## src/rtl/core/csp_pkg.sv

```systemverilog
// Shared types, constants and helpers of the constraint checker.
`default_nettype none

package csp_pkg;

  // Table and store geometry
  localparam int unsigned MAX_CONSTRAINTS = 64;
  localparam int unsigned NUM_VARS        = 256;
  localparam int unsigned TBL_AW          = $clog2(MAX_CONSTRAINTS);
  localparam int unsigned VAR_AW          = $clog2(NUM_VARS);

  // Field widths
  localparam int unsigned VAR_W   = 8;
  localparam int unsigned REL_W   = 3;
  localparam int unsigned KIND_W  = 4;
  localparam int unsigned DATA_W  = 64;
  localparam int unsigned CNT_W   = 7;
  localparam int unsigned SLOT_W  = 6;
  localparam int unsigned MODE_W  = 2;

  // Item kinds carried on tuser
  typedef enum logic [MODE_W-1:0] {
    MODE_LOAD   = 2'd0,
    MODE_ASSIGN = 2'd1,
    MODE_CHECK  = 2'd2
  } mode_e;

  // Relation codes: operand versus candidate
  typedef enum logic [REL_W-1:0] {
    REL_EQ = 3'd0,
    REL_NE = 3'd1,
    REL_GT = 3'd2,
    REL_LT = 3'd3,
    REL_GE = 3'd4,
    REL_LE = 3'd5
  } rel_e;

  // One constraint table entry; kind[3] marks a variable operand
  typedef struct packed {
    logic [VAR_W-1:0]  var_id;
    logic [KIND_W-1:0] kind;
    logic [DATA_W-1:0] operand;
  } tbl_entry_t;

  localparam int unsigned ENTRY_W = $bits(tbl_entry_t);

  typedef struct packed {
    logic              we;
    logic [TBL_AW-1:0] addr;
    tbl_entry_t        entry;
  } tbl_wr_t;

  typedef struct packed {
    logic              we;
    logic [VAR_AW-1:0] addr;
    logic              set;
    logic [DATA_W-1:0] value;
  } st_wr_t;

  typedef struct packed {
    logic              re;
    logic [VAR_AW-1:0] addr;
  } st_rd_t;

  typedef struct packed {
    logic              flag;
    logic [DATA_W-1:0] value;
  } st_rsp_t;

  typedef struct packed {
    logic              start;
    logic [VAR_W-1:0]  var_id;
    logic [DATA_W-1:0] cand;
    logic [CNT_W-1:0]  count;
  } scan_req_t;

  typedef struct packed {
    logic done;
    logic result;
  } scan_rsp_t;

  // Unsigned relation test; unused codes always hold
  function automatic logic rel_holds(input logic [REL_W-1:0] rel,
                                     input logic [DATA_W-1:0] a,
                                     input logic [DATA_W-1:0] b);
    logic eq;
    logic lt;
    logic res;
    eq = (a == b);
    lt = (a < b);
    case (rel)
      REL_EQ:  res = eq;
      REL_NE:  res = !eq;
      REL_GT:  res = !eq && !lt;
      REL_LT:  res = lt;
      REL_GE:  res = !lt;
      REL_LE:  res = lt || eq;
      default: res = 1'b1;
    endcase
    return res;
  endfunction

endpackage

`default_nettype wire

```

## src/rtl/core/csp_ram.sv

```systemverilog
// Generic single-write, single-read RAM with registered read data.
`default_nettype none

module csp_ram #(
  parameter int unsigned WIDTH = 8,
  parameter int unsigned DEPTH = 16
) (
  input  wire logic                     clk_i,
  input  wire logic                     we_i,
  input  wire logic [$clog2(DEPTH)-1:0] waddr_i,
  input  wire logic [WIDTH-1:0]         wdata_i,
  input  wire logic                     re_i,
  input  wire logic [$clog2(DEPTH)-1:0] raddr_i,
  output logic      [WIDTH-1:0]         rdata_o
);

  logic [WIDTH-1:0] mem_q [DEPTH];
  logic [WIDTH-1:0] rdata_q;

  // Write port
  always_ff @(posedge clk_i) begin
    if (we_i) begin
      mem_q[waddr_i] <= wdata_i;
    end
  end

  // Registered read port
  always_ff @(posedge clk_i) begin
    if (re_i) begin
      rdata_q <= mem_q[raddr_i];
    end
  end

  assign rdata_o = rdata_q;

endmodule

`default_nettype wire

```

## src/rtl/core/csp_scan.sv

```systemverilog
// Constraint table and the pipelined scan that checks one candidate.
`default_nettype none

module csp_scan
  import csp_pkg::*;
(
  input  wire logic      clk_i,
  input  wire logic      rst_ni,
  input  wire tbl_wr_t   tbl_wr_i,
  input  wire scan_req_t req_i,
  output scan_rsp_t      rsp_o,
  output st_rd_t         st_rd_o,
  input  wire st_rsp_t   st_rsp_i
);

  // Stage 0: table address sequencer
  logic              issue_q;
  logic [CNT_W-1:0]  idx_q;
  logic [CNT_W-1:0]  n_q;
  logic              zero_q;
  logic [VAR_W-1:0]  var_q;
  logic [DATA_W-1:0] cand_q;
  logic              last0;
  logic [CNT_W-1:0]  n_clamp;

  // Stage 1: entry read back
  logic              v1_q;
  logic              last1_q;
  tbl_entry_t        ent;

  // Stage 2: operand resolved, compare
  logic              v2_q;
  logic              last2_q;
  logic              match2_q;
  logic              isvar2_q;
  logic              inrange2_q;
  logic [REL_W-1:0]  rel2_q;
  logic [DATA_W-1:0] op2_q;
  logic [DATA_W-1:0] lhs;
  logic              skip;
  logic              pass;
  logic              ok_q;

  assign n_clamp = (32'(req_i.count) > MAX_CONSTRAINTS) ? CNT_W'(MAX_CONSTRAINTS)
                                                        : req_i.count;
  assign last0   = (idx_q == n_q - CNT_W'(1));

  always_ff @(posedge clk_i or negedge rst_ni) begin
    if (!rst_ni) begin
      issue_q <= 1'b0;
      idx_q   <= '0;
      n_q     <= '0;
      zero_q  <= 1'b0;
    end else if (req_i.start) begin
      issue_q <= (n_clamp != '0);
      idx_q   <= '0;
      n_q     <= n_clamp;
      zero_q  <= (n_clamp == '0);
    end else begin
      zero_q <= 1'b0;
      if (issue_q) begin
        idx_q <= idx_q + CNT_W'(1);
        if (last0) begin
          issue_q <= 1'b0;
        end
      end
    end
  end

  // Candidate held for the whole scan
  always_ff @(posedge clk_i) begin
    if (req_i.start) begin
      var_q  <= req_i.var_id;
      cand_q <= req_i.cand;
    end
  end

  csp_ram #(
    .WIDTH (ENTRY_W),
    .DEPTH (MAX_CONSTRAINTS)
  ) u_tbl_ram (
    .clk_i   (clk_i),
    .we_i    (tbl_wr_i.we),
    .waddr_i (tbl_wr_i.addr),
    .wdata_i (tbl_wr_i.entry),
    .re_i    (issue_q),
    .raddr_i (idx_q[TBL_AW-1:0]),
    .rdata_o (ent)
  );

  // Stage 1 valid tracking
  always_ff @(posedge clk_i or negedge rst_ni) begin
    if (!rst_ni) begin
      v1_q    <= 1'b0;
      last1_q <= 1'b0;
    end else begin
      v1_q    <= issue_q;
      last1_q <= issue_q && last0;
    end
  end

  // Operand variable lookup
  assign st_rd_o.re   = v1_q && ent.kind[KIND_W-1];
  assign st_rd_o.addr = ent.operand[VAR_AW-1:0];

  always_ff @(posedge clk_i or negedge rst_ni) begin
    if (!rst_ni) begin
      v2_q    <= 1'b0;
      last2_q <= 1'b0;
    end else begin
      v2_q    <= v1_q;
      last2_q <= last1_q;
    end
  end

  always_ff @(posedge clk_i) begin
    if (v1_q) begin
      match2_q   <= (ent.var_id == var_q);
      isvar2_q   <= ent.kind[KIND_W-1];
      inrange2_q <= (ent.operand[DATA_W-1:VAR_AW] == '0);
      rel2_q     <= ent.kind[REL_W-1:0];
      op2_q      <= ent.operand;
    end
  end

  // Compare and accumulate
  assign lhs  = isvar2_q ? st_rsp_i.value : op2_q;
  assign skip = !match2_q || (isvar2_q && (!inrange2_q || !st_rsp_i.flag));
  assign pass = skip || rel_holds(rel2_q, lhs, cand_q);

  always_ff @(posedge clk_i or negedge rst_ni) begin
    if (!rst_ni) begin
      ok_q <= 1'b1;
    end else if (req_i.start) begin
      ok_q <= 1'b1;
    end else if (v2_q) begin
      ok_q <= ok_q && pass;
    end
  end

  assign rsp_o.done   = (v2_q && last2_q) || zero_q;
  assign rsp_o.result = zero_q || (ok_q && pass);

endmodule

`default_nettype wire

```

## config.mk

```make
export PLATFORM = sky130hd
export DESIGN_NAME = csp_scan
export DESIGN_NICKNAME = d
export VERILOG_FILES = /design/src/rtl/core/csp_pkg.sv /design/src/rtl/core/csp_ram.sv /design/src/rtl/core/csp_scan.sv
export SDC_FILE = /design/constraint.sdc
export NUM_CORES = 2
export LEC_CHECK = 0
export BUFFER_PORTS_ARGS = -buffer_cell sky130_fd_sc_hd__buf_4
export CORE_MARGIN = 4
export CORE_UTILIZATION = 56
export DETAILED_ROUTE_END_ITERATION = 16
export PLACE_DENSITY = 0.75
export SLEW_MARGIN = 5
export SYNTH_ARGS = -nofsm -noshare
export SYNTH_HDL_FRONTEND = slang
export SYNTH_MEMORY_MAX_BITS = 65536
export SYNTH_SLANG_ARGS = --single-unit
```

## constraint.sdc

```tcl
create_clock -name clk_i -period 3.7 [get_ports clk_i]
set_clock_uncertainty 0.1 [all_clocks]
set_input_delay 0 -clock clk_i [delete_from_list [all_inputs] [get_ports clk_i]]
set_output_delay 0 -clock clk_i [all_outputs]
set_load 0.02 [all_outputs]
```

# After elaboration in Yosys (flattened, before gate mapping)
# Memory sizes are Yosys's and may differ from the RTL's. A register that Yosys moved wholly into a read port is not among the register bits.
# Index checks and enable logic that the tools add are counted.
[op_classes]
addsub = 2
mul = 0
div_mod_pow = 0
order_cmp = 2
eq_ne = 8
shifts = 0
n_mux = 13
bitwise = 0
n_reduce_logical = 23
[ops]
columns = ["cell", "n"]
rows = [
  ["== test 64 bit", 1],
  ["less-than comparator 64 bit", 1],
  ["two-way mux 64 bit", 1],
  ["logical NOT 56 bit", 1],
  ["two-way mux 7 bit", 3],
  ["== test 8 bit", 1],
  ["two-way mux 1 bit", 8],
  ["adder 7 x 1 -> 7 bit, second input constant", 1],
  ["== test 7 bit", 1],
  ["> comparator 7 bit, second input constant", 1],
  ["logical NOT 7 bit", 1],
  ["nonzero test 7 bit", 1],
  ["subtractor 7 x 1 -> 7 bit, second input constant", 1],
  ["== test 3 x 2 -> 1 bit, second input constant", 2],
  ["== test 3 bit, second input constant", 2],
  ["logical AND 1 bit", 6],
  ["logical OR 1 bit", 6],
  ["one-hot mux 1 bit (6 select lines)", 1],
  ["logical NOT 1 bit", 5],
  ["nonzero test 2 bit", 2],
  ["== test 3 x 1 -> 1 bit, second input constant", 1],
  ["logical NOT 3 bit", 1],
]
[word_totals]
register_bits = 163
latchBits = 0
mem_bits_rw = 4864
romBits = 0
in_bits = 230
output_inout_bits = 11
wordCells = 65
mem_count = 1
[memory_table]
columns = ["name", "depth", "word_bits", "rd", "rd_clocked_by_memory_dff", "write_ports", "line", "rtl"]
rows = [
  ["u_tbl_ram.mem_q", 64, 76, 1, 1, 1, "csp_ram.sv:17", "logic [WIDTH-1:0] mem_q [DEPTH];"],
]

# Logic depth before layout (Yosys ltp)
[logic_depth]
depth_word = 9
ltp_mapped = 12
ltp_nobuf = 10

# Cells and area by module
# From an unflattened synthesis, not the netlist that was laid out.
[unflattened]
cells_unflattened = 8471
area_unflattened_um2 = 193732.1
[modules_own_cells]
columns = ["module", "n_inst", "cells_per_inst", "area_each_um2", "seq_area_each_um2"]
rows = [
  ["csp_ram", 1, 7884, 185798.2, 148342.3],
  ["csp_scan", 1, 587, 7933.9, 4790.8],
]

# Worst setup path after synthesis
# OpenSTA, ideal clock, no wires.
[synth_path]
path_kind = "in2reg"
from = "input port tbl_wr_i[79] in the netlist's numbering"
to = "memory u_tbl_ram.mem_q[48][0] in the netlist's numbering (enable)"
setup_time_ns = 0.603
arrival_ns = 5.656
t_required_ns = 2.997
setup_slack_ns = -2.659
stages = 4
n_path_buf = 1
cell_sequence = "clkbuf_1 nor2b_1 nand4b_1 nor3_1"
[synth_lines]
columns = ["element", "line", "rtl"]
rows = [
  ["from (decl)", "csp_scan.sv:9", "input wire tbl_wr_t tbl_wr_i,"],
  ["to (decl)", "csp_ram.sv:17", ""],
]
# Straight into the memory's write port.

==> metrics.md <==
| Metric | Value |
|---|---|
| Outcome | `finished, violations left` |
| Failing checks | `negative setup slack` |
| DRT iter0 DRCs | `19100` |
| Initial Util | `0.564` |
| Design Power | `125 mW` |
| Layout Nets | `8919` |
| Fillers | `20400` |
| Fin crit period | `5.03 ns` |
| DRT Wirelength | `588000 um` |
| Clock latency on the worst-skew pair | `1.00 ns` |
| Hold_sp | `tbl_wr_i[28]` |
| Max Slew Vio Count | `0` |
| Max IR drop VDD | `483 uV` |
| IO Pins | `241` |
| DRC Markers | `0` |
| Layout cells sized above 1 | `0.340` |
| Clk root buf | `clkbuf_16` |
| Ys flop type | `edfxtp_1` |
| Worst slew margin relative to its limit | `0.186` |
| Internal power | `96.7 mW` |
| WP data required | `3.60 ns` |
| Routed WL per cell | `43.0 um` |
| Hold Path Class | `in -> reg` |
| Clock share of power | `0.387` |
| LEAKAGE | `69.4 nW` |
| Die area | `0.356 mm2` |
| Leading area contributor after synthesis | `edfxtp_1` |
| Initial antenna violation count | `56` |
| CTS tree | `yes` |
| P_sw | `28.1 mW` |
| Final core utilization | `0.654` |
| Yosys cell types | `48` |
| Post-DRT Antenna Nets | `0` |
| Vias in the first global route | `98100` |
| Post-synth EDFFs | `5082` |
| Routability cong. | `0.848` |
| Sum of negative setup slack | `-1.56 ns` |
| Share of power burned in registers | `0.522` |
| P&R area growth vs syn | `15.9%` |
| Max Cap Viol | `0` |
| Seq/Total Area, Yosys | `0.789` |
| Port buffer count | `240` |
| Mapped cell area | `0.194 mm2` |
| Clock transition at path regs | `0.06 ns` |
| Router iterations before antenna repair | `7` |
| Critical Path End Type | `output port` |
| CTS H-Tree Depth | `5` |
| CTS buffer count | `471` |
| Hold Fails Final Rpt | `0` |
| FF-to-FF Start | `isvar2_q$_DFFE_PP_` |
| Core Box Area | `0.344 mm2` |
| Sw Share | `0.225` |
| Syn Area/Cell | `25.6 um2` |
| Total GRT Usage | `0.331` |
| Clock Sinks | `5103` |
| Seq cells post-synth | `5103` |
| Max FO, Critical Path | `8` |
| Die Wd | `597 um` |
| Post-Synthesis Net Count | `7883` |
| Cells after Synth | `7587` |
| Async set-reset flop share out of synthesis | `0.00412` |
| FMAX | `0.199 GHz` |
| Pwr/cell area | `554 mW/mm2` |
| RSZ-0062 raised after global routing | `yes` |
| Synth top area share | `0.786` |
| Fin crit share | `1.36` |
| First-pass GRT wire length | `807000 um` |
| Vias | `98000` |
| CP startpoint kind | `register` |
| Final setup margin | `-1.33 ns` |
| Worst slew pin tran | `1.22 ns` |
| Largest net degree at the start of global routing | `81` |
| Die Y | `597 um` |
| Storage element area | `0.153 mm2` |
| Area contributors post-synth | `edfxtp_1 (79%), mux4_2 (19%), ha_1 (0.43%), clkbuf_1 (0.38%), mux2_2 (0.37%)` |
| FP Rows | `215` |
| Arrival time at the worst endpoint | `4.93 ns` |
| DR vias/cell | `7.17` |
| Longest Clk Path Bufs | `4` |
| Setup Viol. Count Final | `2` |
| HPWL Detailed | `277000 um` |
| Gr ovfl total | `0` |
| Critical Path Start | `isvar2_q$_DFFE_PP_` |
| Combinational share of power | `0.091` |
| Worst setup path class | `reg -> out` |
| Area of the multi-input gates | `0.0399 mm2` |
| Synth warnings | `0` |
[cell type report]
class | count | share of cell area
diodes | 82 | 0.000911
clock buffers | 565 | 0.0543
clock inverters | 304 | 0.0130
inverters | 74 | 0.00123
multi-input cells | 2027 | 0.177
flip-flops and latches | 5103 | 0.680
well taps | 4557 | 0.0253
repair buffers | 946 | 0.0477
[Yosys cell counts, types with 2 or more instances]
| library cell | count |
|---|---|
| a211oi_1 | 3 |
| xor2_1 | 9 |
| buf_6 | 2 |
| or3_1 | 5 |
| nor3_1 | 7 |
| xnor2_1 | 16 |
| nor4_1 | 17 |
| edfxtp_1 | 5082 |
| ha_1 | 66 |
| buf_4 | 19 |
| mux2i_1 | 2 |
| buf_2 | 95 |
| inv_1 | 74 |
| mux2_2 | 64 |
| nor2_1 | 82 |
| a21o_1 | 6 |
| nand3_1 | 16 |
| nand3b_1 | 2 |
| nand2_1 | 30 |
| dfrtp_1 | 20 |
| mux4_2 | 1596 |
| nor2b_1 | 5 |
| clkbuf_1 | 199 |
| o31a_1 | 2 |
| or4_1 | 4 |
| o21ai_0 | 13 |
| o22ai_1 | 7 |
| nand2b_1 | 2 |
| a31oi_1 | 2 |
| nand4_1 | 24 |
| a21oi_1 | 32 |
| buf_1 | 68 |
[power groups by stage]
stage | logic, mW | registers, mW | clock network (mW)
after floorplan | 6.55 | 65.9 | 0
after global placement | 9.98 | 66.3 | 0
after detailed placement | 10.2 | 66.3 | 0
after CTS | 11.0 | 65.1 | 48.5
after global routing | 11.8 | 65.1 | 51.2
final | 11.3 | 65.2 | 48.3
[metrics by stage]
stage	cells	area, um2	worst slack, ns	hold slack [ns]
floorplan	7587	194000	-0.805	-0.396
global placement	12400	206000	-0.403	-0.133
detailed placement	12400	206000	-0.479	-0.128
CTS	13600	225000	-1.30	0.00233
global route	13600	225000	-1.39	0.0370
finish	13700	225000	-1.33	0.0327
[worst max-delay path, stage by stage (launching register included)]
cell	delay, ns
edfxtp_1	0.41
buf_6	0.18
buf_8	0.14
mux2_4	0.31
ha_4	0.28
buf_4	0.10
nand2_1	0.04
o21ai_0	0.28
a211oi_2	0.10
nor3_4	0.70
a311o_1	0.28
o211ai_1	0.14
a221o_1	0.39
a31oi_4	0.23
buf_12	0.18
buf_12	0.12
[routing by layer]
metal / vias to the layer above / share of wire / track usage
li1: 35300 / - / -
met1: 51100 / 0.31 / 0.426
met2: 9625 / 0.48 / 0.514
met3: 1825 / 0.13 / 0.0854
met4: 10 / 0.072 / 0.201
met5: - / 0.00023 / 0
[cell families after synthesis]
family	after synthesis	share of synthesized area
flip-flops	5103	0.789
AND/OR/NAND/NOR	200	0.00494
adder cells (fa/ha/maj)	66	0.00425
AO/OA/AOI/OAI	74	0.00228
multiplexers	1662	0.189
buffers and inverters	457	0.00989
XOR/XNOR	25	0.00113
[what timing repair did]
item	in CTS	in global routing
buffers inserted	5	12
cloned	1	1
hold buffers	340	0
gates resized for setup	27	35
endpoints found under the setup margin	2	2
pin swaps	10	26
endpoints found under the hold margin	6225	0
[registers in the layout, summed over array words and instances, names as in the netlist]
name / count
zero_q: 1
u_tbl_ram.rdata_o: 76
inrange2_q: 1
cand_q: 64
isvar2_q: 1
var_q: 8
v1_q: 1
u_tbl_ram.mem_q: 4864
last2_q: 1
rel2_q: 3
ok_q: 1
idx_q: 7
op2_q: 64
issue_q: 1
match2_q: 1
v2_q: 1
n_q: 7
last1_q: 1
[layout by cell type (no fill, tap or decap), types with 6 or more instances in the layout]
cell type and count:
dlygate4sd3_1 308, dfrtp_1 12, buf_4 408, a21oi_1 30, nor2_1 19, buf_12 221
nand3_1 16, diode_2 82, inv_1 74, edfxtp_1 5082, nand2_1 30, clkinvlp_4 20
mux2_2 61, clkinv_1 116, clkbuf_16 475, nand4_1 24, o21ai_1 9, inv_6 8
clkinv_16 7, xor2_1 9, bufinv_16 46, nor2_4 63, clkinv_2 92, xnor2_1 16
mux4_2 1596, clkbuf_1 89, dfrtp_4 8, a21o_1 6, ha_4 12, nor4_1 15
clkinv_8 9, o22ai_1 6, ha_1 54
[path summary, 6_finish.rpt]
check	to	slack (ns)	cells past startpoint
worst max-delay path	rsp_o[0]	-1.33	15
min in group asynchronous	n_q[0]$_DFFE_PN0P_	0.52	5
worst max register to register	ok_q$_DFFE_PN1P_	-0.24	15
worst min-delay path	u_tbl_ram.mem_q[44][28]$_DFFE_PP_	0.03	2
max in group asynchronous	ok_q$_DFFE_PN1P_	2.69	5
worst min register to register	last2_q$_DFF_PN0_	0.27	0
(Power assumes the default switching activity.)
